==> src/rtl/multi_level_priority_queue_assert.svh <==
// Assertion helpers for the priority queue block.
`ifndef MULTI_LEVEL_PRIORITY_QUEUE_ASSERT_SVH
`define MULTI_LEVEL_PRIORITY_QUEUE_ASSERT_SVH

// Consequent must hold in the same cycle as the antecedent.
`define MLPQ_ASSERT_SAME(label, clk, rstn, ante, cons) \
    label: assert property (@(posedge clk) disable iff (!rstn) (ante) |-> (cons)) \
        else $error("mlpq same-cycle check failed");

// Consequent must hold in the cycle after the antecedent.
`define MLPQ_ASSERT_NEXT(label, clk, rstn, ante, cons) \
    label: assert property (@(posedge clk) disable iff (!rstn) (ante) |=> (cons)) \
        else $error("mlpq next-cycle check failed");

`endif

==> src/rtl/mlpq_pkg.sv <==
`timescale 1ns / 1ps

package mlpq_pkg;

    // Sizing
    localparam int LEVELS     = 10;
    localparam int POOL_DEPTH = 1024;
    localparam int KEY_WIDTH  = 32;

    localparam int IDX_W    = (POOL_DEPTH > 1) ? $clog2(POOL_DEPTH) : 1;
    localparam int CNT_W    = $clog2(POOL_DEPTH + 1);
    localparam int LIDX_W   = $clog2(LEVELS);
    localparam int LEVEL_W  = 4;
    localparam int FKEY_W   = 32;
    localparam int STATUS_W = 2;

    typedef logic [IDX_W-1:0]  idx_t;
    typedef logic [CNT_W-1:0]  cnt_t;
    typedef logic [LIDX_W-1:0] lidx_t;

    // Command and status codes
    localparam logic CMD_ENQ = 1'b0;
    localparam logic CMD_DEQ = 1'b1;

    localparam logic [STATUS_W-1:0] STATUS_DONE  = 2'd0;
    localparam logic [STATUS_W-1:0] STATUS_FULL  = 2'd1;
    localparam logic [STATUS_W-1:0] STATUS_EMPTY = 2'd2;

    // Channel beats
    typedef struct packed {
        logic               command;
        logic [LEVEL_W-1:0] level;
        logic [FKEY_W-1:0]  key;
    } in_beat_t;

    typedef struct packed {
        logic [STATUS_W-1:0] status;
        logic [FKEY_W-1:0]   key_out;
        logic [LEVEL_W-1:0]  level_out;
    } out_beat_t;

    // Level table update and status
    typedef struct packed {
        logic  enq;
        logic  deq;
        lidx_t idx;
        idx_t  entry;
        idx_t  next_head;
    } lvl_op_t;

    typedef struct packed {
        logic  any;
        lidx_t found;
        idx_t  head_found;
        idx_t  tail_sel;
        logic  nonempty_sel;
    } lvl_stat_t;

    // Free list update and status
    typedef struct packed {
        logic alloc;
        logic rel;
        idx_t rel_entry;
        idx_t link_rd;
    } fl_op_t;

    typedef struct packed {
        idx_t head;
        logic empty;
        logic full;
    } fl_stat_t;

    // Key as stored in the pool
    function automatic logic [KEY_WIDTH-1:0] key_store(input logic [FKEY_W-1:0] k);
        logic [63:0] w;
        w = {32'b0, k};
        return w[KEY_WIDTH-1:0];
    endfunction

    // Stored key back to the result field
    function automatic logic [FKEY_W-1:0] key_trunc(input logic [KEY_WIDTH-1:0] k);
        logic [63:0] w;
        w = 64'(k);
        return w[FKEY_W-1:0];
    endfunction

    // Link of an entry that has never been handed out
    function automatic idx_t next_idx(input idx_t n);
        if (int'(n) + 1 < POOL_DEPTH) begin
            return idx_t'(int'(n) + 1);
        end
        return '0;
    endfunction

endpackage

==> src/rtl/mlpq_free.sv <==
`timescale 1ns / 1ps

module mlpq_free (
    input  logic               aclk,
    input  logic               aresetn,
    input  mlpq_pkg::fl_op_t   op,
    output mlpq_pkg::fl_stat_t stat
);

    mlpq_pkg::idx_t free_head_reg;
    mlpq_pkg::cnt_t count_reg;
    mlpq_pkg::cnt_t hwm_reg;
    logic           fresh;

    // Entries at or above the high-water mark were never handed out, so
    // their link is still the power-up chain and the link memory is stale.
    assign fresh = mlpq_pkg::cnt_t'(free_head_reg) >= hwm_reg;

    assign stat.head  = free_head_reg;
    assign stat.empty = (count_reg == '0);
    assign stat.full  = (count_reg == mlpq_pkg::cnt_t'(mlpq_pkg::POOL_DEPTH));

    // Pop on allocate, push on release
    always_ff @(posedge aclk) begin
        if (!aresetn) begin
            free_head_reg <= '0;
            count_reg     <= mlpq_pkg::cnt_t'(mlpq_pkg::POOL_DEPTH);
            hwm_reg       <= '0;
        end else begin
            if (op.alloc) begin
                free_head_reg <= fresh ? mlpq_pkg::next_idx(free_head_reg) : op.link_rd;
                count_reg     <= count_reg - 1'b1;
                if (fresh) begin
                    hwm_reg <= hwm_reg + 1'b1;
                end
            end
            if (op.rel) begin
                free_head_reg <= op.rel_entry;
                if (!stat.full) begin
                    count_reg <= count_reg + 1'b1;
                end
            end
        end
    end

endmodule

==> config.mk <==
export PLATFORM = sky130hd
export DESIGN_NAME = mlpq_free
export DESIGN_NICKNAME = d
export VERILOG_FILES = /design/src/rtl/multi_level_priority_queue_assert.svh /design/src/rtl/mlpq_pkg.sv /design/src/rtl/mlpq_free.sv
export SDC_FILE = /design/constraint.sdc
export NUM_CORES = 1
export LEC_CHECK = 0
export ABC_AREA = 1
export BUFFER_PORTS_ARGS = -buffer_cell sky130_fd_sc_hd__buf_2
export CAP_MARGIN = 20
export CORE_ASPECT_RATIO = 1.4
export CORE_MARGIN = 5
export CORE_UTILIZATION = 48
export DETAILED_ROUTE_END_ITERATION = 12
export GPL_TIMING_DRIVEN = 0
export PLACE_DENSITY = 0.69
export SKIP_CTS_REPAIR_TIMING = 1
export SLEW_MARGIN = 20
export SYNTH_ARGS = -nofsm -noshare
export SYNTH_HDL_FRONTEND = slang
export SYNTH_SLANG_ARGS = --single-unit
==> constraint.sdc <==
create_clock -name aclk -period 2.1 [get_ports aclk]
set_clock_uncertainty 0.15 [all_clocks]
set_input_delay 0.63 -clock aclk [delete_from_list [all_inputs] [get_ports aclk]]
set_output_delay 0.63 -clock aclk [all_outputs]
set_load 0.05 [all_outputs]
---- After elaboration in Yosys (flattened, before gate mapping) ----
Index checks and enable logic that the tools add are counted.
storage, ports and cells
  register bits ........................... 32
  bits of input ports ..................... 24
  output and inout port bits .............. 12
  word-level logic and storage cells ...... 24
cells by class
  add/sub/neg operators ................... 4
  order comparisons ....................... 2
  equality and inequality tests ........... 1
  muxes and demuxes ....................... 11
  reductions and logical operators ........ 3
operators by type and width
  operator                 number
  $mux W10                 5
  $mux W11                 3
  $lt A32 B12 Y1 const B   1
  $add A11 B1 Y11 const B  2
  $add A10 B1 Y11 const B  1
  $eq A11 B11 Y1 const B   1
  $ge A10 B11 Y1           1
  $logic_not A11 Y1        1
  $sub A11 B1 Y11 const B  1
  $mux W1                  3
  $reduce_and A2 Y1        1
  $reduce_bool A2 Y1       1

---- Longest topological paths before layout ----
Gate-level depths: netlist of the first run.
  word-level depth ........................ 9
  depth in mapped cells ................... 14
  gate-level depth less buffers ........... 14

---- Worst setup path before layout of the first run ----
No wires, ideal clock.
  path kind ............................... flip-flop to output port
  from .................................... reg count_reg[0]
  to ...................................... out stat[1] (netlist bit)
  arrival time ............................ 1908 ps
  required time ........................... 1320 ps
  slack ................................... -588 ps
  stages on the path, launching flop included .. 7
  path buffers ............................ 0
  cells stage by stage .................... dfxtp_1 > inv_1 > ha_1 > inv_1 > nor2_2 > nand2_4 > nor3_1
RTL lines
  item                      RTL line         RTL
  start: declaration        mlpq_free.sv:11  mlpq_pkg::cnt_t count_reg;
  start signal: assignment  mlpq_free.sv:27  count_reg <= mlpq_pkg::cnt_t'(mlpq_pkg::POOL_DEPTH);
  start signal: assignment  mlpq_free.sv:32  count_reg <= count_reg - 1'b1;
  start signal: assignment  mlpq_free.sv:40  count_reg <= count_reg + 1'b1;
  end: declaration          mlpq_free.sv:7   output mlpq_pkg::fl_stat_t stat

==> PnR_summary.wiki, run 1 <==
{| class="wikitable"
! Metric !! Value
|-
| Sequential fraction of the synthesis area || between 20 and 30%
|-
| Critical path buffers and inverters || 3
|-
| Worst Tran Pin Value || about 530 ps
|-
| Worst Path Max Fanout || 3
|-
| Final setup margin || -114 ps
|-
| Element type at the critical path start || flop
|-
| Cell area after synthesis || about 2600 um^2
|-
| Master cell of the clock root buffer || sky130_fd_sc_hd__clkbuf_8
|-
| Layout cell share with drive strength beyond 1 || 27.3%
|-
| Remaining design rule violation count || 0
|-
| Compound-cell area share of the yosys netlist || between 10% and 20%
|-
| Number of setup violations in the final report || 2
|-
| Antenna cells || 0
|-
| Total leakage power || ~0.0014 uW
|-
| Number of antenna violations at the first check in global routing || 0
|-
| Largest family of logic cells by synthesized area || simple AND/OR/NAND/NOR gates
|-
| Via total after detailed routing || 2655
|-
| Count of different cell masters after synthesis || 32
|-
| Number of nets in the final layout || ~480
|-
| CTS tree || done
|-
| Vias in the first global route || 2481
|-
| Power after layout || 2420 uW
|-
| Power per unit of standard cell area || around 760 nW/um^2
|-
| Initial cell density of the core || 49.2%
|-
| Tightest Hold Check Type || reg2reg
|-
| Yosys warning count || 0
|-
| Adder and majority cell fraction of the synthesized area || under 10%
|-
| Kind of cell with the highest combined delay on the critical path || simple AND/OR/NAND/NOR gates
|-
| Final Hold Violating Endpoints || 0
|-
| Required time worst endpoint || around 1300 ps
|-
| Clock sinks || 32
|-
| CP max stage cell || sky130_fd_sc_hd__dfxtp_2
|-
| Post-DRT Antenna Nets || 0
|-
| CORE AREA || just over 5000 um^2
|-
| Maximum clock rate || 0.452 GHz
|-
| Starting DRC count in detailed routing || 98
|-
| Final std cell area, no fill || 3180 um^2
|-
| GRT Resource Usage Total || around a fifth
|-
| Maximum cell stage delay along the critical path || roughly 340 ps
|-
| R2R Path End || hwm_reg[0]$_SDFFE_PN0P_
|-
| Number of standard-cell rows in the floorplan || 31
|-
| Total of flip-flops plus latches after synthesis || 32
|-
| Endpoint kind of the worst setup timing path || primary output
|-
| Reg2reg start || hwm_reg[5]$_SDFFE_PN0P_
|-
| Endpoint of the worst hold path || hwm_reg[9]$_SDFFE_PN0P_
|-
| Max-cap check violation count || 0
|-
| Slew margin rel. || between 60 and 70%
|-
| Share of synthesized cell area in and, or, nand and nor gates || roughly a third
|-
| Die area || 6910 um^2
|-
| Iteration count of the initial detailed-routing pass || 5
|-
| Post-synthesis cell count || 391
|-
| Post-place setup slack || -29.2 ps
|-
| Violations in the final reports || negative setup slack
|-
| FF-to-FF path depth || 13
|-
| Maximum resistive drop on vdd || ~0.5 mV
|-
| Buffers from clock root to sink, at most || 2
|-
| Crit path time final || about 2200 ps
|-
| Worst hold path depth || 2
|-
| Post-Synth XOR/XNOR Area || ~8.9%
|-
| Detailed-route vias per instance || between 5 and 6
|-
| Unrepaired setup endpoints after global routing || yes
|-
| Cell occurring most often along the worst timing path || sky130_fd_sc_hd__inv_2
|-
| Total length of routed wires || between 6000 and 7000 um
|-
| # IOs || 36
|-
| Overall die height || 96.4 um
|-
| Largest net degree at the start of global routing || 11
|-
| Global-route congestion overflow total || 0
|-
| Final Max Tran Viols || 0
|-
| Gpl congestion || 0.848
|-
| Per-instance average area after synthesis || roughly 6.5 um^2
|-
| Die X-Extent || slightly above 70 um
|-
| Internal reg-to-reg setup slack || between 100 and 150 ps
|-
| Multiplexer share of the synthesized area || 0%
|-
| Syn nets || between 400 and 500
|-
| WL per Instance || roughly 13 um
|-
| DPL Wire Length || roughly 5000 um
|-
| Worst hold slack || 331 ps
|-
| Final worst path period share || 105%
|-
| Status || finished with violations
|-
| Placed Instance Area || roughly 2900 um^2
|-
| Post-route setup TNS || -196 ps
|-
| H-Tree Level Count || 2
|-
| Clock transition at the registers of the reported paths || ~70 ps
|-
| Data arrival time of the critical path || ~1400 ps
|-
| Layout overhead on the synthesized area || 24.2%
|-
| CTS buffer count || 5
|-
| Latest clock arrival within the worst-skew pair || 290 ps
|-
| Critical Setup Path Class || reg2out
|-
| Startpoint of the most critical hold path || hwm_reg[9]$_SDFFE_PN0P_
|-
| Global-route wire length before repair || between 10000 and 15000 um
|-
| Cells traversed along the worst timing path || inv_2 -> ha_4 -> inv_2 -> nor2_4 -> nand2_4 -> nor3_4 -> buf_6
|-
| Number of port buffers || 35
|}
## logic make-up after synthesis
| logic type | Yosys count |
|---|---|
| AND/OR/NAND/NOR | 190 |
| AO/OA/AOI/OAI | 64 |
| adder cells (fa/ha/maj) | 14 |
| flip-flops | 32 |
| buffers and inverters | 65 |
| XOR/XNOR | 26 |
## final cells by class
cell class                      instances  area [um^2]
Buffer                                  8         57.6
Clock buffer                            7         96.3
Clock inverter                          1         30.0
Fill cell                             499         2020
Inverter                               57          224
Multi-Input combinational cell        294         1730
Sequential cell                        32          667
Tap cell                               66         82.6
Timing Repair Buffer                   48          293
## cell usage in the layout, fill, tap and decap left out, types with 3 or more instances in the layout
master                     synthesis  layout
sky130_fd_sc_hd__dfxtp_2           0      18
sky130_fd_sc_hd__dfxtp_1          32      13
sky130_fd_sc_hd__nor2_1           37      34
sky130_fd_sc_hd__ha_4              0       3
sky130_fd_sc_hd__buf_6             3       7
sky130_fd_sc_hd__nor2_4            4       6
sky130_fd_sc_hd__buf_4             0      11
sky130_fd_sc_hd__a21oi_1          33      31
sky130_fd_sc_hd__o21ai_0          14      13
sky130_fd_sc_hd__xnor2_1           4       4
sky130_fd_sc_hd__nand3_1          35      34
sky130_fd_sc_hd__clkbuf_8          0       7
sky130_fd_sc_hd__buf_2             1      34
sky130_fd_sc_hd__nor2_2            3       4
sky130_fd_sc_hd__nand2_1          89      88
sky130_fd_sc_hd__nand2_4           2       3
sky130_fd_sc_hd__ha_1             14      11
sky130_fd_sc_hd__nand2_2           5       5
sky130_fd_sc_hd__inv_1            52      48
sky130_fd_sc_hd__xor2_1           22      22
sky130_fd_sc_hd__clkbuf_1          3       3
sky130_fd_sc_hd__nor3_1           10       9
sky130_fd_sc_hd__inv_2             3       7
sky130_fd_sc_hd__o21ai_2           2       3
sky130_fd_sc_hd__a22oi_1           9       9
## routing by layer
layer	up-vias	track usage [%]	wire length [um]
li1	1374	-	-
met1	1220	20.4	2590
met2	50	38.9	3650
met3	11	3.73	285
met4	0	9.09	138
met5	-	0	0
## power breakdown
part / internal (uW) / switching [uW]
registers: 670 / 88.1
clock network: 419 / 245
logic: 384 / 609
## cells in the mapped netlist (all sizes together)
cell type   n  share of area [%]
a211oi      2               0.78
a21boi      1               0.44
a21oi      33                6.5
a22oi       9                2.6
buf         4                1.5
clkbuf      4               0.73
clkinv      2               0.68
dfxtp      32                 25
ha         14                6.8
inv        55                8.1
nand2      96                 15
nand3      35                6.8
nand4       1               0.24
nor2       44                7.9
nor3       13                3.4
nor4        1               0.24
o21ai      18                3.8
o21bai      1               0.29
xnor2       4                1.4
xor2       22                7.5
## worst register-to-register path: stages (launching register included)
cell	delay, ps
sky130_fd_sc_hd__dfxtp_2	340
sky130_fd_sc_hd__inv_1	70
sky130_fd_sc_hd__ha_1	280
sky130_fd_sc_hd__nand2_1	90
sky130_fd_sc_hd__inv_1	60
sky130_fd_sc_hd__nand2_1	100
sky130_fd_sc_hd__nand2_1	60
sky130_fd_sc_hd__nand2_1	70
sky130_fd_sc_hd__nand2_2	80
sky130_fd_sc_hd__nor2_4	180
sky130_fd_sc_hd__nor2_4	70
sky130_fd_sc_hd__buf_4	170
sky130_fd_sc_hd__o21ai_2	100
sky130_fd_sc_hd__a21oi_1	40
## worst max path at each step
stage	from	endpoint	depth (start not counted)
2_1_floorplan	free_head_reg[1]$_SDFFE_PN0P_	hwm_reg[0]$_SDFFE_PN0P_	10
3_3_place_gp	count_reg[0]$_SDFF_PN0_	stat[0]	7
3_5_place_dp	count_reg[0]$_SDFF_PN0_	stat[0]	7
4_1_cts	count_reg[1]$_SDFF_PN0_	stat[0]	7
5_1_grt	count_reg[0]$_SDFF_PN0_	stat[0]	7
6_report	count_reg[0]$_SDFF_PN0_	stat[0]	7
## metrics by stage
step | instances | util, %
after floorplan | 391 | -
after global placement | 492 | 55.0
after detailed placement | 492 | 55.0
after CTS | 500 | 57.4
after global routing | 513 | 61.1
final | 513 | 61.1
Note: power is estimated with default switching activity, not from simulation.
==> inputs of run 2 (changes only) <==
==> constraint.sdc (replaced) <==
create_clock -name aclk -period 2.65 [get_ports aclk]
set_clock_uncertainty 0.15 [all_clocks]
set_input_delay 0.795 -clock aclk [delete_from_list [all_inputs] [get_ports aclk]]
set_output_delay 0.795 -clock aclk [all_outputs]
set_load 0.05 [all_outputs]
==> run 2 against run 1 <==
  * The flow now finishes without violations
  * Global-route usage shrank 0.42 points
  * First-iteration DRC count is the same
  * Die area is the same
  * Worst setup slack gained 240 ps
  * Non-clock buffer count shrank 12
  * Largest cell class unchanged
  * Highest routed layer unchanged
==> PnR_summary.wiki, run 2 (synthesis gave the netlist of run 1 again) <==
{| class="wikitable"
! Metric !! Value
|-
| Status || finished, final reports clean
|-
| Worst Path Max Fanout || 4
|-
| GRT Resource Usage Total || between 10% and 20%
|-
| Startpoint of the most critical hold path || hwm_reg[8]$_SDFFE_PN0P_
|-
| Via total after detailed routing || about 2600
|-
| Part of the total power dissipated in sequential elements || approximately a third
|-
| Number of nets in the final layout || approximately 470
|-
| Internal reg-to-reg setup slack || roughly 520 ps
|-
| Clock network fraction of design power || between 20 and 30%
|-
| DPL Wire Length || 4920 um
|-
| Clock sinks || 32
|-
| Remaining design rule violation count || 0
|-
| Cell count after placement || slightly below 500
|-
| Initial cell density of the core || roughly half
|-
| Crit path time final || between 2000 and 3000 ps
|-
| Final worst path period share || 95.2%
|-
| Start point of the critical path || count_reg[0]$_SDFF_PN0_
|-
| Power per unit of standard cell area || 606 nW/um^2
|-
| Vias in the first global route || between 2000 and 3000
|-
| Detailed-route vias per instance || 5.18
|-
| Global-route congestion overflow total || 0
|-
| Maximum resistive drop on vdd || around 0.32 mV
|-
| CTS buffer count || 5
|-
| Critical path buffers and inverters || 3
|-
| Clock transition at the registers of the reported paths || approximately 70 ps
|-
| Reg2reg start || free_head_reg[0]$_SDFFE_PN0P_
|-
| Buffers from clock root to sink, at most || 2
|-
| Post-route setup TNS || 0 ps
|-
| # IOs || 36
|-
| Layout cell share with drive strength beyond 1 || ~18%
|-
| Required time worst endpoint || approximately 1700 ps
|-
| Layout Cells excl Fill || 501
|-
| Int Pwr || approximately 1100 uW
|-
| Total number of cells along the worst setup path || 7
|-
| Number of antenna violations at the first check in global routing || 0
|-
| Kind of cell with the highest combined delay on the critical path || simple AND/OR/NAND/NOR gates
|-
| Commonest cells after routing, fill and taps aside || sky130_fd_sc_hd__nand2_1, sky130_fd_sc_hd__inv_1, sky130_fd_sc_hd__nor2_1
|-
| Final std cell area, no fill || 2970 um^2
|-
| Layout overhead on the synthesized area || 16.1%
|-
| FF-to-FF path depth || 11
|-
| Overall die height || just under 100 um
|-
| Number of standard-cell rows in the floorplan || 31
|-
| Die X-Extent || 71.7 um
|-
| Largest net degree at the start of global routing || 11
|-
| Total length of routed wires || between 6000 and 7000 um
|-
| Switching power || around 700 uW
|-
| Worst Tran Pin Value || 522 ps
|-
| Final Max Tran Viols || 0
|-
| Latest clock arrival within the worst-skew pair || approximately 290 ps
|-
| Maximum cell stage delay along the critical path || 350 ps
|-
| Post-place setup slack || 286 ps
|-
| Gpl congestion || ~0.84
|-
| Starting DRC count in detailed routing || between 90 and 100
|-
| Endpoint kind of the worst setup timing path || primary output
|-
| Max-cap check violation count || 0
|-
| Critical path destination || stat[0]
|-
| CORE AREA || around 5200 um^2
|-
| Final Hold Violating Endpoints || 0
|-
| Post-DRT Antenna Nets || 0
|-
| Net Sw Frac || roughly two fifths
|-
| Placed Instance Area || around 2800 um^2
|-
| Die area || 6910 um^2
|-
| Layout Utilization || 57.2%
|-
| Tightest Hold Check Type || reg2reg
|-
| Element type at the critical path start || flop
|-
| Cells traversed along the worst timing path || inv_2 -> ha_2 -> inv_1 -> nor2_4 -> nand2_4 -> nor3_4 -> buf_6
|-
| Master cell of the clock root buffer || sky130_fd_sc_hd__clkbuf_8
|-
| CP max stage cell || sky130_fd_sc_hd__dfxtp_1
|-
| Number of setup violations in the final report || 0
|-
| Critical Setup Path Class || reg2out
|-
| Final setup margin || about 130 ps
|-
| Total leakage power || 0.00135 uW
|-
| H-Tree Level Count || 2
|-
| Data arrival time of the critical path || between 1500 and 2000 ps
|-
| R2R Path End || hwm_reg[0]$_SDFFE_PN0P_
|-
| Iteration count of the initial detailed-routing pass || 5
|-
| Share of total power in combinational logic || 37.8%
|-
| Global-route wire length before repair || 10800 um
|-
| WL per Instance || 12.5 um
|-
| Antenna cells || 0
|-
| Slew margin rel. || about two thirds
|-
| Unrepaired setup endpoints after global routing || no
|-
| Number of port buffers || 35
|-
| Maximum clock rate || 0.396 GHz
|-
| Most common cell after layout, fill and taps aside || sky130_fd_sc_hd__nand2_1
|-
| CTS tree || done
|}
-- run 2: changes by cell type in the layout (fill, tap and decap cells not counted), sizes merged --
cell / delta
buf: -13
clkbuf: +1
-- run 2: worst min path at each step --
stage,to,depth (start not counted)
2_1_floorplan,hwm_reg[8]$_SDFFE_PN0P_,2
3_3_place_gp,hwm_reg[8]$_SDFFE_PN0P_,2
3_5_place_dp,hwm_reg[8]$_SDFFE_PN0P_,2
4_1_cts,hwm_reg[8]$_SDFFE_PN0P_,2
5_1_grt,hwm_reg[8]$_SDFFE_PN0P_,2
6_report,hwm_reg[8]$_SDFFE_PN0P_,2
-- run 2: cell type report --
class / instances / area, um^2
timing repair buffer: 36 / 191
sequential: 32 / 641
multi-input combinational: 294 / 1650
clock buffer: 7 / 96.3
clock inverter: 1 / 30.0
tap: 66 / 82.6
buffer: 8 / 57.6
fill: 515 / 2230
inverter: 57 / 224
-- run 2: metal layers --
layer / GRT usage (%) / vias up / routed length, um
met2: 38.5 / 47 / 3480
met4: 6.58 / 0 / 80
met1: 20.8 / 1190 / 2510
met5: 0 / - / 0
li1: - / 1348 / -
met3: 3.31 / 8 / 206
-- run 2: power groups by stage --
stage	Clock, uW	Sequential, uW	Combinational, uW
after floorplan	0	638	479
after global placement	0	602	661
after detailed placement	0	602	672
after CTS	536	592	675
after global routing	556	600	770
final	527	592	681
-- run 2: worst reg2reg max path: cells and delay by family (launching register included) --
family | cells | cell delay (ps)
AND/OR/NAND/NOR | 6 | 640
flip-flops | 1 | 490
adder cells (fa/ha/maj) | 1 | 300
buffers and inverters | 2 | 280
AO/OA/AOI/OAI | 2 | 160
-- run 2: metrics by stage --
stage | power [uW] | hold WS [ps]
2_1_floorplan | 1120 | 318
3_3_place_gp | 1260 | 331
3_5_place_dp | 1270 | 337
4_1_cts | 1800 | 348
5_1_grt | 1930 | 376
6_report | 1800 | 345
