### src/rtl/multi_level_priority_queue_assert.svh
// Assertion helpers for the priority queue block.
`ifndef MULTI_LEVEL_PRIORITY_QUEUE_ASSERT_SVH
`define MULTI_LEVEL_PRIORITY_QUEUE_ASSERT_SVH

// Consequent must hold in the same cycle as the antecedent.
`define MLPQ_ASSERT_SAME(label, clk, rstn, ante, cons) \
    label: assert property (@(posedge clk) disable iff (!rstn) (ante) |-> (cons)) \
        else $error("mlpq same-cycle check failed");

// Consequent must hold in the cycle after the antecedent.
`define MLPQ_ASSERT_NEXT(label, clk, rstn, ante, cons) \
    label: assert property (@(posedge clk) disable iff (!rstn) (ante) |=> (cons)) \
        else $error("mlpq next-cycle check failed");

`endif

### src/rtl/mlpq_pkg.sv
`timescale 1ns / 1ps

package mlpq_pkg;

    // Sizing
    localparam int LEVELS     = 10;
    localparam int POOL_DEPTH = 1024;
    localparam int KEY_WIDTH  = 32;

    localparam int IDX_W    = (POOL_DEPTH > 1) ? $clog2(POOL_DEPTH) : 1;
    localparam int CNT_W    = $clog2(POOL_DEPTH + 1);
    localparam int LIDX_W   = $clog2(LEVELS);
    localparam int LEVEL_W  = 4;
    localparam int FKEY_W   = 32;
    localparam int STATUS_W = 2;

    typedef logic [IDX_W-1:0]  idx_t;
    typedef logic [CNT_W-1:0]  cnt_t;
    typedef logic [LIDX_W-1:0] lidx_t;

    // Command and status codes
    localparam logic CMD_ENQ = 1'b0;
    localparam logic CMD_DEQ = 1'b1;

    localparam logic [STATUS_W-1:0] STATUS_DONE  = 2'd0;
    localparam logic [STATUS_W-1:0] STATUS_FULL  = 2'd1;
    localparam logic [STATUS_W-1:0] STATUS_EMPTY = 2'd2;

    // Channel beats
    typedef struct packed {
        logic               command;
        logic [LEVEL_W-1:0] level;
        logic [FKEY_W-1:0]  key;
    } in_beat_t;

    typedef struct packed {
        logic [STATUS_W-1:0] status;
        logic [FKEY_W-1:0]   key_out;
        logic [LEVEL_W-1:0]  level_out;
    } out_beat_t;

    // Level table update and status
    typedef struct packed {
        logic  enq;
        logic  deq;
        lidx_t idx;
        idx_t  entry;
        idx_t  next_head;
    } lvl_op_t;

    typedef struct packed {
        logic  any;
        lidx_t found;
        idx_t  head_found;
        idx_t  tail_sel;
        logic  nonempty_sel;
    } lvl_stat_t;

    // Free list update and status
    typedef struct packed {
        logic alloc;
        logic rel;
        idx_t rel_entry;
        idx_t link_rd;
    } fl_op_t;

    typedef struct packed {
        idx_t head;
        logic empty;
        logic full;
    } fl_stat_t;

    // Key as stored in the pool
    function automatic logic [KEY_WIDTH-1:0] key_store(input logic [FKEY_W-1:0] k);
        logic [63:0] w;
        w = {32'b0, k};
        return w[KEY_WIDTH-1:0];
    endfunction

    // Stored key back to the result field
    function automatic logic [FKEY_W-1:0] key_trunc(input logic [KEY_WIDTH-1:0] k);
        logic [63:0] w;
        w = 64'(k);
        return w[FKEY_W-1:0];
    endfunction

    // Link of an entry that has never been handed out
    function automatic idx_t next_idx(input idx_t n);
        if (int'(n) + 1 < POOL_DEPTH) begin
            return idx_t'(int'(n) + 1);
        end
        return '0;
    endfunction

endpackage

### src/rtl/mlpq_levels.sv
`timescale 1ns / 1ps

module mlpq_levels (
    input  logic                aclk,
    input  logic                aresetn,
    input  mlpq_pkg::lvl_op_t   op,
    input  mlpq_pkg::lidx_t     sel,
    output mlpq_pkg::lvl_stat_t stat
);

    mlpq_pkg::idx_t                head_reg [mlpq_pkg::LEVELS];
    mlpq_pkg::idx_t                tail_reg [mlpq_pkg::LEVELS];
    logic [mlpq_pkg::LEVELS-1:0]   nonempty_reg;
    mlpq_pkg::lidx_t               found;

    // Lowest-numbered non-empty level
    always_comb begin
        found = '0;
        for (int l = mlpq_pkg::LEVELS - 1; l >= 0; l--) begin
            if (nonempty_reg[l]) begin
                found = mlpq_pkg::lidx_t'(l);
            end
        end
    end

    always_comb begin
        stat.any          = |nonempty_reg;
        stat.found        = found;
        stat.head_found   = head_reg[found];
        stat.tail_sel     = tail_reg[sel];
        stat.nonempty_sel = nonempty_reg[sel];
    end

    // Append on enqueue, pop head on dequeue
    always_ff @(posedge aclk) begin
        if (!aresetn) begin
            nonempty_reg <= '0;
            for (int l = 0; l < mlpq_pkg::LEVELS; l++) begin
                head_reg[l] <= '0;
                tail_reg[l] <= '0;
            end
        end else begin
            if (op.enq) begin
                if (!nonempty_reg[op.idx]) begin
                    head_reg[op.idx] <= op.entry;
                end
                tail_reg[op.idx]     <= op.entry;
                nonempty_reg[op.idx] <= 1'b1;
            end
            if (op.deq) begin
                if (head_reg[op.idx] == tail_reg[op.idx]) begin
                    nonempty_reg[op.idx] <= 1'b0;
                end else begin
                    head_reg[op.idx] <= op.next_head;
                end
            end
        end
    end

endmodule

### config.mk
export PLATFORM = sky130hd
export DESIGN_NAME = mlpq_levels
export DESIGN_NICKNAME = d
export VERILOG_FILES = /design/src/rtl/multi_level_priority_queue_assert.svh /design/src/rtl/mlpq_pkg.sv /design/src/rtl/mlpq_levels.sv
export SDC_FILE = /design/constraint.sdc
export NUM_CORES = 1
export LEC_CHECK = 0
export BUFFER_PORTS_ARGS = -buffer_cell sky130_fd_sc_hd__buf_2
export CAP_MARGIN = 20
export CORE_ASPECT_RATIO = 0.7
export CORE_MARGIN = 10
export CORE_UTILIZATION = 50
export CTS_BUF_LIST = sky130_fd_sc_hd__clkbuf_4
export DETAILED_ROUTE_END_ITERATION = 8
export PLACE_DENSITY = 0.67
export SLEW_MARGIN = 20
export SYNTH_ARGS = -nofsm -noshare
export SYNTH_HDL_FRONTEND = slang
export SYNTH_SLANG_ARGS = --single-unit
### constraint.sdc
create_clock -name aclk -period 8.1 [get_ports aclk]
set_input_delay 0.405 -clock aclk [delete_from_list [all_inputs] [get_ports aclk]]
set_output_delay 0.405 -clock aclk [all_outputs]
set_load 0.02 [all_outputs]
# --- Yosys cells after proc, flatten, opt, wreduce, memory -nomap -nowiden ---
# Memories as Yosys holds them, arrays and structs flattened.
# Cells that the tools add are included.
totals:
  inputBits: 32
  mem_count: 2
  reg_bits: 10
  out_inout_bits: 26
  elab_cells: 54
  ramBits: 200
op_classes:
  n_eq_ne: 1
  n_bitwise: 4
  magnitude_cmp: 3
  muxes: 39
  n_reduce_logical: 4
memory_table:
  columns: ["memory", "words", "word_bits", "read_ports", "rd_ports_with_merged_regs", "wr", "line", "text"]
  rows:
  - ["head_reg", 10, 10, 2, 0, 10, "mlpq_levels.sv:11", "mlpq_pkg::idx_t head_reg [mlpq_pkg::LEVELS];"]
  - ["tail_reg", 10, 10, 2, 0, 10, "mlpq_levels.sv:12", "mlpq_pkg::idx_t tail_reg [mlpq_pkg::LEVELS];"]
op_table:
  columns: ["cell", "n"]
  rows:
  - ["10-bit 2-to-1 mux", 7]
  - ["4-bit 2-to-1 mux", 12]
  - ["10-bit OR reduction", 3]
  - ["1-bit 2-to-1 mux", 17]
  - ["10-bit AND", 1]
  - ["10-bit == test", 1]
  - ["4-bit by 5-bit < comparator with 1-bit output (second input constant)", 2]
  - ["10-bit inverter", 1]
  - ["10-bit OR", 1]
  - ["1-bit binary-select mux with 4-bit select", 2]
  - ["1-bit demux with 4-bit select", 1]
  - ["4-bit by 1-bit greater-or-equal comparator with 1-bit output (second input constant)", 1]
  - ["1-bit logical AND", 1]
  - ["1-bit OR", 1]

# --- Logic depth before layout (Yosys ltp) ---
# Gate-level depths: netlist of the first run.
# An unclocked memory read counts as a cell.
logic_depth:
  depth_word: 11
  mapped_depth: 12
  depth_no_buf: 8

# --- Worst setup path before layout of the first run ---
# OpenSTA, ideal clock, no wires.
synth_timing:
  path_type: "input port to flip-flop"
  from: "input port op[20] in the netlist's numbering"
  to: "memory head_reg[10][9] in the netlist's numbering, data pin"
  setup_time_ps: 280
  cell_stages: 11
  arrival_ps: 3268
  t_required_ps: 7820
  slack_ps: 4551
  n_path_buf: 4
  path_cell_list: "clkbuf_1 buf_2 buf_4 mux4_2 a221oi_1 xnor2_1 nand4_1 o311ai_2 buf_12 mux2i_4 inv_2"
synth_lines:
  columns: ["element", "line", "text"]
  rows:
  - ["start, declared", "mlpq_levels.sv:6", "input mlpq_pkg::lvl_op_t op,"]
  - ["end, declared", "mlpq_levels.sv:11", null]

==> key figures, run 1 <==
Outcome
  • Status: completed

Setup path
  • Ordered list of cells on the worst path: buf_4 -> buf_4 -> mux4_2 -> a22o_1 -> a221oi_1 -> xnor2_1 -> nand4_1 -> o311ai_4 -> buf_4 -> mux2i_4 -> inv_1
  • Kind of critical path: primary input to flip-flop
  • Worst-path cell with the longest stage delay: sky130_fd_sc_hd__buf_4
  • Nature of the critical path startpoint: primary input
  • Data required time of the critical path: 8.49 ns
  • Cell mode on critical path: sky130_fd_sc_hd__buf_4
  • Max stage delay on crit path: 0.69 ns
  • Data arrival time at the worst-slack endpoint: 4.82 ns
  • Crit path max fanout: 59
  • Category of the worst setup path capture point: flip-flop

Clock tree
  • Maximum number of buffers from clock root to sink: 3
  • Worst-path clk slew: 0.08 ns
  • Sinks on the clock net: 330
  • Clock tree root driver cell: sky130_fd_sc_hd__clkbuf_4
  • Skew-Pair Late Insertion Delay: 0.73 ns
  • Total setup buffers inserted after CTS: 0
  • H-tree depth reported by CTS: 3
  • Number of cells upsized or downsized after cts: 0
  • TritonCTS clock tree: yes
  • Hold buffer count at cts: 0
  • TritonCTS Buffers: 82

Final layout
  • Footprint of the flip-flops and latches: 9810 µm²
  • Share of the core filled with cells in the final layout: 56.0%
  • Layout-stage area growth over the synthesis result: 10.5%
  • Final Instance Count excl. Fillers: 1629
  • Number of filler cells placed in the layout: 2521
  • Fraction of final layout cells with drive strength greater than 1: 33.9%
  • Total area of multi-input combinational cells: 6160 µm²
  • Nets: 1178

Place
  • Routability congestion estimate: 0.867
  • Number of buffers added on ports: 57
  • HPWL after detailed placement: 29300 µm
  • Placed cell count: 1489

Timing
  • Highest attainable clock frequency: 226 MHz
  • Clk_skew: 0.0551 ns
  • Max-slew violations: 0
  • Final setup vio count: 0
  • Slew at the pin closest to its max-slew limit: 1.02 ns
  • Setup repair after global routing missed its margin: no
  • Hold Vio Cnt, Final: 0
  • Final-layout setup total negative slack: 0 ns
  • Final critical-path share of the clock period: 54.7%
  • Worst slew margin relative to its limit: 31.7%
  • Post-route minimum period: 4.43 ns

Floorplan
  • Vertical die dimension: 171 µm
  • Die area: 40500 µm²
  • Num rows: 55
  • Io pins: 58
  • Starting utilization of the core area: 50.7%
  • Die outline width: 236 µm
  • Area of the core: 32300 µm²

Synth
  • Fraction of synthesized cell area taken by the top area cell type: 58.8%
  • Primary flip-flop cell chosen by synthesis mapping: sky130_fd_sc_hd__edfxtp_1
  • Leading cell types by total area after synthesis: sky130_fd_sc_hd__edfxtp_1 59%, sky130_fd_sc_hd__mux4_2 18%, sky130_fd_sc_hd__nor2_1 4.4%
  • Number of distinct library cells after synthesis: 45
  • Mean post-synth cell area: 15.4 µm²
  • Number of flops mapped to enable cells by yosys: 320
  • Netlist area before placement: 16400 µm²
  • Library cell with the largest summed area after synthesis: sky130_fd_sc_hd__edfxtp_1
  • Post-Synthesis Cells: 1062
  • Number of nets produced by synthesis: 1094
  • Share of the yosys chip area belonging to registers: 60.0%
  • Share of async-settable or async-resettable flops after synthesis: 0%
  • Synthesis warning total: 0
  • Synth Register Bits: 330

Global routing
  • Initial antenna violation count: 2
  • Global-route wire length before repair: 67900 µm
  • Total congestion overflow: 0
  • GR Util All Layers: 22.7%
  • Largest net degree at the start of global routing: 94
  • Via count of the first global-routing pass: 10300

Routing
  • DRC violation count after routing: 0
  • Post-detailed-route via-to-cell ratio: 6.43
  • Antenna viol nets, final: 0
  • Violation count after the first detailed-route iteration: 1305
  • Initial DRT Pass Iterations: 5
  • Final wirelength: 46200 µm
  • Per-cell routed wire length: 28.4 µm
  • Total number of vias: 10500

Power
  • IR drop worst, VDD: 0.000155 V
  • Power Density: 209 nW/µm²
  • Leak: 6.16 nW

Job
  • MaxCap Viol Count: 0

Worst hold path
  • Hold Crit Class: primary input to flip-flop
cells in the mapped netlist (2+ instances only):
master / count
sky130_fd_sc_hd__a211oi_1: 8
sky130_fd_sc_hd__a21o_1: 9
sky130_fd_sc_hd__a21oi_1: 16
sky130_fd_sc_hd__a221oi_1: 16
sky130_fd_sc_hd__a22o_1: 16
sky130_fd_sc_hd__a22oi_1: 22
sky130_fd_sc_hd__and2_1: 12
sky130_fd_sc_hd__and3_1: 7
sky130_fd_sc_hd__and4_1: 2
sky130_fd_sc_hd__buf_1: 11
sky130_fd_sc_hd__buf_2: 4
sky130_fd_sc_hd__buf_4: 3
sky130_fd_sc_hd__buf_6: 4
sky130_fd_sc_hd__clkbuf_1: 60
sky130_fd_sc_hd__clkinv_1: 2
sky130_fd_sc_hd__dfxtp_1: 10
sky130_fd_sc_hd__edfxtp_1: 320
sky130_fd_sc_hd__inv_1: 22
sky130_fd_sc_hd__mux2_2: 37
sky130_fd_sc_hd__mux2i_1: 32
sky130_fd_sc_hd__mux2i_4: 10
sky130_fd_sc_hd__mux4_2: 129
sky130_fd_sc_hd__nand2_1: 40
sky130_fd_sc_hd__nand3_1: 2
sky130_fd_sc_hd__nand4_1: 2
sky130_fd_sc_hd__nor2_1: 193
sky130_fd_sc_hd__nor2_2: 9
sky130_fd_sc_hd__nor2b_1: 10
sky130_fd_sc_hd__nor3_1: 5
sky130_fd_sc_hd__o21a_1: 3
sky130_fd_sc_hd__o21ai_0: 11
sky130_fd_sc_hd__o21bai_1: 2
sky130_fd_sc_hd__o221a_1: 9
sky130_fd_sc_hd__o22ai_1: 3
sky130_fd_sc_hd__or4_1: 2
sky130_fd_sc_hd__xnor2_1: 10
metrics by stage:
stage	instance area [µm²]	hold slack, ns	power (mW)	setup slack (ns)
after detailed placement	17100	0.609	2.46	3.02
final	18100	0.0647	3.77	3.67
after global routing	18100	0.0544	3.90	3.51
after floorplan	16400	0.528	2.30	4.55
after CTS	18100	0.0124	3.78	3.78
after global placement	17100	0.604	2.46	3.10
final timing paths:
kind / start / endpoint / slack, ns / cells past startpoint
setup / recovery: op[21] / head_reg[14][3]$_DFFE_PP_ / 3.67 / 11
hold / removal: op[25] / nonempty_reg[0]$_SDFF_PN0_ / 0.06 / 3
setup reg to reg: tail_reg[9][6]$_DFFE_PP_ / head_reg[14][3]$_DFFE_PP_ / 4.08 / 9
hold reg to reg: nonempty_reg[7]$_SDFF_PN0_ / nonempty_reg[7]$_SDFF_PN0_ / 0.63 / 1
cell families (layout without fill, tap and decap cells):
kind of cell | Yosys count | count (layout) | synth area share, %
and+or+nand+nor | 288 | 288 | 7.46
muxes | 208 | 208 | 23.6
buffers and inverters | 108 | 246 | 2.86
DFF | 330 | 330 | 60.0
AOI/OAI and AO/OA | 118 | 118 | 5.52
other | 0 | 2 | 0
xor gates and xnor gates | 10 | 10 | 0.536
worst max-delay path: cells and delay by family:
family | cells | cell delay (ns)
buffers and inverters | 4 | 1.97
AO/OA/AOI/OAI | 3 | 1.02
AND/OR/NAND/NOR | 1 | 0.17
XOR/XNOR | 1 | 0.19
multiplexers | 2 | 0.92
layout make-up:
type                            instances  area share [%]
Sequential cell                       330            54.3
Tap cell                              427            2.96
Clock buffer                          120            4.98
Inverter                               25           0.519
Antenna cell                            2          0.0277
Timing Repair Buffer                   83            2.78
Multi-Input combinational cell        624            34.1
Clock inverter                         18           0.381
layer usage:
| metal | wire [µm] | global-route usage (%) | share of wire [%] |
|---|---|---|---|
| met5 | 0 | 0 | 0 |
| met4 | 1010 | 6.82 | 2.2 |
| met3 | 5900 | 7.90 | 13 |
| met2 | 20300 | 32.8 | 44 |
| met1 | 19000 | 31.8 | 41 |
layout by cell type (no fill, tap or decap), types with 12 or more instances in the layout:
master	instances
sky130_fd_sc_hd__mux2i_1	32
sky130_fd_sc_hd__a21oi_1	15
sky130_fd_sc_hd__a22oi_1	22
sky130_fd_sc_hd__nand2_1	40
sky130_fd_sc_hd__nor2_1	192
sky130_fd_sc_hd__and2_1	12
sky130_fd_sc_hd__a221oi_1	16
sky130_fd_sc_hd__buf_4	26
sky130_fd_sc_hd__mux2_2	37
sky130_fd_sc_hd__a22o_1	16
sky130_fd_sc_hd__buf_2	55
sky130_fd_sc_hd__clkbuf_4	120
sky130_fd_sc_hd__mux4_2	129
sky130_fd_sc_hd__edfxtp_1	320
sky130_fd_sc_hd__clkinv_1	17
sky130_fd_sc_hd__inv_1	22
report_power, final:
part	leakage (nW)	switching (mW)	internal, mW	total, mW
registers	3.17	0.0287	1.93	1.96
clock network	0.588	0.662	0.674	1.34
logic	2.41	0.292	0.180	0.473
No activity file was read; power rests on OpenSTA's default activity.
==> run 2: changes to the inputs <==
--- a/config.mk
+++ b/config.mk
@@ -12,7 +12,7 @@
 export CORE_UTILIZATION = 50
 export CTS_BUF_LIST = sky130_fd_sc_hd__clkbuf_4
 export DETAILED_ROUTE_END_ITERATION = 8
-export PLACE_DENSITY = 0.67
+export PLACE_DENSITY = 0.69
 export SLEW_MARGIN = 20
 export SYNTH_ARGS = -nofsm -noshare
 export SYNTH_HDL_FRONTEND = slang
==> constraint.sdc (replaced) <==
create_clock -name aclk -period 3.8 [get_ports aclk]
set_input_delay 0.19 -clock aclk [delete_from_list [all_inputs] [get_ports aclk]]
set_output_delay 0.19 -clock aclk [all_outputs]
set_load 0.02 [all_outputs]
==> run 2 against run 1 <==
  * Die area did not move
  * First-iteration DRC count grew 19%
  * Clock skew is 0.022 ns higher
  * Global-route usage is 0.33 points lower
  * Routed wire length down 1.6%
  * Cell count increased by 4.9%
  * Critical path depth fell by 1
  * Sequential power grew 110%
  * Clock power rose by 110%
  * Sequential cell count unchanged
==> key figures, run 2 (same netlist as run 1, synthesis figures left out) <==
Floorplan
  • Starting utilization of the core area: 50.7% (unchanged)
  • Num rows: 55 (unchanged)
  • Area of the core: 32300 µm² (unchanged)
  • Vertical die dimension: 171 µm (unchanged)
  • Die outline width: 236 µm (unchanged)
  • Io pins: 58 (unchanged)
  • Die area: 40500 µm² (unchanged)

Timing
  • Final setup vio count: 0 (unchanged)
  • Post-route minimum period: 3.57 ns
  • Slew at the pin closest to its max-slew limit: 1.08 ns (+0.0599 ns)
  • Setup ws final: 0.233 ns (-3.44 ns)
  • Final-layout setup total negative slack: 0 ns (unchanged)
  • Highest attainable clock frequency: 280 MHz
  • Clk_skew: 0.0775 ns (+0.0225 ns)
  • Fin Hold WS: 0.0989 ns (+0.0342 ns)
  • Worst slew margin relative to its limit: 27.8% (-4.0 points)
  • Max-slew violations: 0 (unchanged)
  • Hold Vio Cnt, Final: 0 (unchanged)
  • Final critical-path share of the clock period: 93.9%
  • Setup repair after global routing missed its margin: no

Final layout
  • Layout-stage area growth over the synthesis result: 16.1%
  • Share of the core filled with cells in the final layout: 58.8% (+2.8 points)
  • Final Instance Count excl. Fillers: 1709 (+4.9%)
  • Most common cell after layout, fill and taps aside: sky130_fd_sc_hd__edfxtp_1
  • Number of filler cells placed in the layout: 2479 (-1.7%)
  • Nets: 1253 (+6.4%)
  • Post-route cell area: 19000 µm² (+5.1%)
  • Highest-count cells in the layout ignoring fill and taps: 320 x sky130_fd_sc_hd__edfxtp_1, 192 x sky130_fd_sc_hd__nor2_1, 129 x sky130_fd_sc_hd__mux4_2
  • Fraction of final layout cells with drive strength greater than 1: 36.1% (+2.2 points)

Power
  • Leak: 6.63 nW (+7.7%)
  • IR drop worst, VDD: 0.000250 V (+62%)
  • Power Density: 430 nW/µm² (+110%)
  • Total power of the final layout: 8.16 mW (+120%)

Setup path
  • Data arrival time at the worst-slack endpoint: 3.38 ns (-1.44 ns)
  • Ordered list of cells on the worst path: nor2b_1 -> o21bai_1 -> a21oi_1 -> o21bai_1 -> a21oi_4 -> buf_12 -> mux2i_1 -> mux2_2 -> a211oi_1 -> buf_2
  • Data required time of the critical path: 3.61 ns (-4.88 ns)
  • Nature of the critical path startpoint: flip-flop
  • Category of the worst setup path capture point: output port
  • Max stage delay on crit path: 0.50 ns (-0.19 ns)
  • Worst-path cell with the longest stage delay: sky130_fd_sc_hd__a211oi_1
  • Kind of critical path: flip-flop to output port
  • Buffer and inverter count on the worst path: 2 (-2)
  • Crit path max fanout: 51 (-14%)
  • Cell mode on critical path: sky130_fd_sc_hd__o21bai_1
  • Top cell family by delay on the critical path: compound AO/OA/AOI/OAI gates

Routing
  • Initial DRT Pass Iterations: 7 (+2)
  • Antenna viol nets, final: 0 (unchanged)
  • Violation count after the first detailed-route iteration: 1557 (+19%)
  • Post-detailed-route via-to-cell ratio: 6.35 (-1.2%)
  • Per-cell routed wire length: 26.6 µm (-6.2%)
  • Final wirelength: 45500 µm (-1.6%)
  • DRC violation count after routing: 0 (unchanged)
  • Total number of vias: 10900 (+3.7%)

Place
  • Number of buffers added on ports: 57 (unchanged)
  • Setup slack after placement: 0.0206 ns (-3.00 ns)
  • Post-detailed-placement cell area: 17900 µm² (+4.4%)
  • Routability congestion estimate: 0.875 (+0.98%)
  • Placed cell count: 1550 (+4.1%)
  • HPWL after detailed placement: 31700 µm (+8.0%)

Clock tree
  • Maximum number of buffers from clock root to sink: 3 (unchanged)
  • TritonCTS clock tree: yes
  • Total setup buffers inserted after CTS: 0 (unchanged)
  • Skew-Pair Late Insertion Delay: 0.78 ns (+0.05 ns)
  • Worst-path clk slew: 0.08 ns (about the same)
  • Number of cells upsized or downsized after cts: 0 (unchanged)
  • TritonCTS Buffers: 82 (unchanged)
  • Sinks on the clock net: 330 (unchanged)
  • Clock tree root driver cell: sky130_fd_sc_hd__clkbuf_4
  • Hold buffer count at cts: 14 (+14)
  • H-tree depth reported by CTS: 3 (unchanged)

Global routing
  • Total congestion overflow: 0 (unchanged)
  • Largest net degree at the start of global routing: 52 (-45%)
  • Global-route wire length before repair: 67600 µm (-0.33%)
  • GR Util All Layers: 22.4% (-0.33 points)
  • Initial antenna violation count: 2 (unchanged)
  • Via count of the first global-routing pass: 10600 (+2.9%)

Worst hold path
  • Hold Crit Class: primary input to flip-flop

Outcome
  • Status: completed

Job
  • MaxCap Viol Count: 0 (unchanged)
==> run 2: cell types whose count changed in the layout (fill, tap and decap cells not counted), moves of 2 or more <==
cell                            delta
sky130_fd_sc_hd__clkbuf_4          -8
sky130_fd_sc_hd__nor2b_2           +2
sky130_fd_sc_hd__buf_12           +27
sky130_fd_sc_hd__buf_4            +34
sky130_fd_sc_hd__o21ai_2           -6
sky130_fd_sc_hd__clkinv_1          +3
sky130_fd_sc_hd__o21ai_1           +7
sky130_fd_sc_hd__dlygate4sd3_1    +14
sky130_fd_sc_hd__nor2b_4           -2
sky130_fd_sc_hd__diode_2           +3
sky130_fd_sc_hd__clkinv_2          +6
==> run 2: routing by layer <==
metal | part of all wire [%] | wire length [µm] | GRT usage (%)
met3 | 13 | 5960 | 7.39
met5 | 0 | 0 | 0
met4 | 1.4 | 629 | 4.86
met1 | 42 | 19100 | 32.7
met2 | 44 | 19800 | 31.9
==> run 2: tightest hold or removal path: stages <==
cell and delay [ns]:
sky130_fd_sc_hd__buf_2 0.09, sky130_fd_sc_hd__nand2_1 0.29, sky130_fd_sc_hd__nor2_1 0.18
==> run 2: final cells by class <==
cell class	count	area, µm²	share of cell area [%]
multi-input cells	624	6120	32.2
flip-flops and latches	330	9810	51.7
clock inverters	28	140	0.738
diodes	5	12.5	0.0659
inverters	25	93.8	0.494
well taps	427	534	2.81
clock buffers	112	841	4.43
repair buffers	158	1440	7.57
==> run 2: final timing paths <==
check / start / to / slack, ns / depth (start not counted)
worst min-delay path: op[11] / tail_reg[8][1]$_SDFFCE_PN0P_ / 0.1 / 3
worst max register to register: tail_reg[11][0]$_DFFE_PP_ / head_reg[13][2]$_DFFE_PP_ / 0.31 / 11
worst min register to register: nonempty_reg[3]$_SDFF_PN0_ / nonempty_reg[3]$_SDFF_PN0_ / 0.66 / 1
worst max-delay path: nonempty_reg[9]$_SDFF_PN0_ / stat[12] / 0.23 / 10
==> run 2: report_power, final <==
group / internal, mW / switching, mW / total, mW
logic: 0.485 / 0.628 / 1.11
clock network: 1.43 / 1.43 / 2.86
registers: 4.12 / 0.0692 / 4.19
==> run 3: changes to the inputs <==
--- a/config.mk
+++ b/config.mk
@@ -8,11 +8,10 @@
 export BUFFER_PORTS_ARGS = -buffer_cell sky130_fd_sc_hd__buf_2
 export CAP_MARGIN = 20
 export CORE_ASPECT_RATIO = 0.7
-export CORE_MARGIN = 10
 export CORE_UTILIZATION = 50
 export CTS_BUF_LIST = sky130_fd_sc_hd__clkbuf_4
 export DETAILED_ROUTE_END_ITERATION = 8
-export PLACE_DENSITY = 0.69
+export PLACE_DENSITY = 0.67
 export SLEW_MARGIN = 20
 export SYNTH_ARGS = -nofsm -noshare
 export SYNTH_HDL_FRONTEND = slang
==> constraint.sdc (replaced) <==
create_clock -name aclk -period 3.3 [get_ports aclk]
set_input_delay 0.165 -clock aclk [delete_from_list [all_inputs] [get_ports aclk]]
set_output_delay 0.165 -clock aclk [all_outputs]
set_load 0.02 [all_outputs]
==> run 3 against run 2 <==
  * The run now ends with setup timing left
  * First-iteration DRC count down 12%
  * Worst setup slack got worse by 0.32 ns
  * Clock power up 17%
  * Critical endpoint is now head_reg[9][1]$_DFFE_PP_
==> key figures, run 3 (same netlist as run 1, synthesis figures left out) <==
Floorplan
  • Die outline width: 218 µm (-7.6%)
  • Vertical die dimension: 153 µm (-11%)
  • Num rows: 54 (-1.8%)
  • Area of the core: 31700 µm² (-1.8%)
  • Starting utilization of the core area: 51.6% (+0.94 points)
  • Die area: 33400 µm² (-17%)
  • Io pins: 58 (unchanged)

Global routing
  • GR Util All Layers: 29.7% (+7.3 points)
  • Initial antenna violation count: 1 (-1)
  • Global-route wire length before repair: 71100 µm (+5.1%)
  • Via count of the first global-routing pass: 11100 (+5.1%)
  • Largest net degree at the start of global routing: 44 (-15%)
  • Total congestion overflow: 0 (unchanged)

Power
  • Combinational group share of total power: 15.6% (+2.0 points)
  • Fraction of power spent switching nets: 26.7% (+0.66 points)
  • Sequential share of power: 49.8% (-1.5 points)
  • Leak: 7.07 nW (+6.6%)
  • Internal power contribution: 7.10 mW (+18%)
  • Power spent charging and discharging nets: 2.59 mW (+22%)
  • Clock network fraction of total power: 34.6% (-0.5 points)
  • Power Density: 481 nW/µm² (+12%)
  • IR drop worst, VDD: 0.000430 V (+72%)

Job
  • MaxCap Viol Count: 0 (unchanged)

Timing
  • Final critical-path share of the clock period: 103%
  • Clk_skew: 0.0591 ns (-0.0185 ns)
  • Final setup vio count: 120 (+120)
  • Highest attainable clock frequency: 295 MHz
  • Worst slew margin relative to its limit: 38.3% (+11 points)
  • Max-slew violations: 0 (unchanged)
  • Setup ws final: -0.0905 ns (-0.324 ns)
  • Hold Vio Cnt, Final: 0 (unchanged)
  • Fin Hold WS: 0.0489 ns (-0.0500 ns)
  • Slew at the pin closest to its max-slew limit: 0.926 ns (-0.158 ns)
  • Post-route minimum period: 3.39 ns
  • Setup repair after global routing missed its margin: yes

Outcome
  • Status: complete, but fails checks
  • Failing checks: setup timing

Setup path
  • Data arrival time at the worst-slack endpoint: 3.84 ns (+0.46 ns)
  • Data required time of the critical path: 3.75 ns (+0.14 ns)
  • Crit path max fanout: 10 (-80%)
  • Category of the worst setup path capture point: flip-flop
  • Nature of the critical path startpoint: flip-flop
  • Kind of critical path: flip-flop to flip-flop

Clock tree
  • Maximum number of buffers from clock root to sink: 3 (unchanged)
  • Worst-path clk slew: 0.07 ns (about the same)
  • TritonCTS clock tree: yes
  • H-tree depth reported by CTS: 3 (unchanged)
  • Clock tree root driver cell: sky130_fd_sc_hd__clkbuf_4
  • TritonCTS Buffers: 82 (unchanged)
  • Sinks on the clock net: 330 (unchanged)
  • Skew-Pair Late Insertion Delay: 0.79 ns (about the same)

Final layout
  • Highest-count cells in the layout ignoring fill and taps: 320 x sky130_fd_sc_hd__edfxtp_1, 173 x sky130_fd_sc_hd__nor2_1, 129 x sky130_fd_sc_hd__mux4_2
  • Layout-stage area growth over the synthesis result: 23.1%
  • Share of the core filled with cells in the final layout: 63.6% (+4.7 points)
  • Fraction of final layout cells with drive strength greater than 1: 43.7% (+7.6 points)
  • Nets: 1319 (+5.3%)
  • Most common cell after layout, fill and taps aside: sky130_fd_sc_hd__edfxtp_1
  • Post-route cell area: 20100 µm² (+6.0%)
  • Final Instance Count excl. Fillers: 1764 (+3.2%)

Place
  • Placed cell count: 1574 (+1.5%)
  • HPWL after detailed placement: 32300 µm (+1.9%)
  • Routability congestion estimate: 0.887 (+1.3%)
  • Setup slack after placement: -0.501 ns (-0.522 ns)
  • Post-detailed-placement cell area: 18100 µm² (+1.3%)
  • Number of buffers added on ports: 57 (unchanged)

Routing
  • Total number of vias: 11300 (+4.4%)
  • Antenna viol nets, final: 0 (unchanged)
  • Violation count after the first detailed-route iteration: 1364 (-12%)
  • Final wirelength: 49300 µm (+8.4%)
  • Per-cell routed wire length: 27.9 µm (+5.1%)
  • DRC violation count after routing: 0 (unchanged)
  • Initial DRT Pass Iterations: 5 (-2)
  • Post-detailed-route via-to-cell ratio: 6.42 (+1.1%)

Worst hold path
  • Hold Crit Class: primary input to flip-flop
-- run 3: worst max-delay path, cell delays in order, from the launching register on --
cell                       delay, ns
sky130_fd_sc_hd__edfxtp_1       0.43
sky130_fd_sc_hd__mux4_2         0.47
sky130_fd_sc_hd__a22o_1         0.25
sky130_fd_sc_hd__a221oi_2       0.28
sky130_fd_sc_hd__xnor2_1        0.24
sky130_fd_sc_hd__nand4_1        0.22
sky130_fd_sc_hd__o311ai_4       0.40
sky130_fd_sc_hd__buf_12         0.21
sky130_fd_sc_hd__mux2i_4        0.30
sky130_fd_sc_hd__buf_12         0.17
sky130_fd_sc_hd__inv_1          0.13
-- run 3: what timing repair did --
action	4_1_cts	5_1_grt
pin swaps	1	31
gates cloned	4	9
setup endpoints to repair	242	290
setup buffers	10	10
hold endpoints to repair	135	1
resized for setup	29	92
hold buffers	17	1
-- run 3: path summary, 6_finish.rpt --
path	startpoint	end	slack (ns)	cells past startpoint
worst min register to register	nonempty_reg[9]$_SDFF_PN0_	nonempty_reg[9]$_SDFF_PN0_	0.60	1
worst min-delay path	op[12]	tail_reg[1][2]$_SDFFCE_PN0P_	0.05	3
worst max register to register	head_reg[9][7]$_DFFE_PP_	head_reg[9][1]$_DFFE_PP_	-0.09	10
worst max-delay path	head_reg[9][7]$_DFFE_PP_	head_reg[9][1]$_DFFE_PP_	-0.09	10
-- run 3: through the flow --
stage               total power [mW]  setup TNS (ns)
floorplan                       5.64               0
global placement                6.18          -88.99
detailed placement              6.19         -106.97
CTS                             9.58         -0.0208
global route                    9.99          -16.61
finish                          9.69           -3.86
-- run 3: power groups by stage --
stage	logic [mW]	clock network (mW)	registers, mW
after floorplan	0.767	0	4.87
after global placement	1.28	0	4.90
after detailed placement	1.29	0	4.91
after CTS	1.37	3.39	4.82
after global routing	1.56	3.59	4.84
final	1.51	3.36	4.82
-- run 3: area by class of cell --
type,count,area [µm²]
diodes,2,5.00
clock inverters,25,125
repair buffers,221,2210
flip-flops and latches,330,9810
well taps,420,526
fillers,2303,11500
inverters,25,105
clock buffers,114,856
multi-input cells,627,6490
-- run 3: per-layer routing --
layer / routed length [µm] / track usage (%) / vias up
li1: - / - / 4681
met1: 20300 / 44.7 / 5752
met2: 20900 / 39.6 / 817
met3: 7160 / 11.7 / 78
met4: 965 / 8.59 / 0
met5: 0 / 0 / -
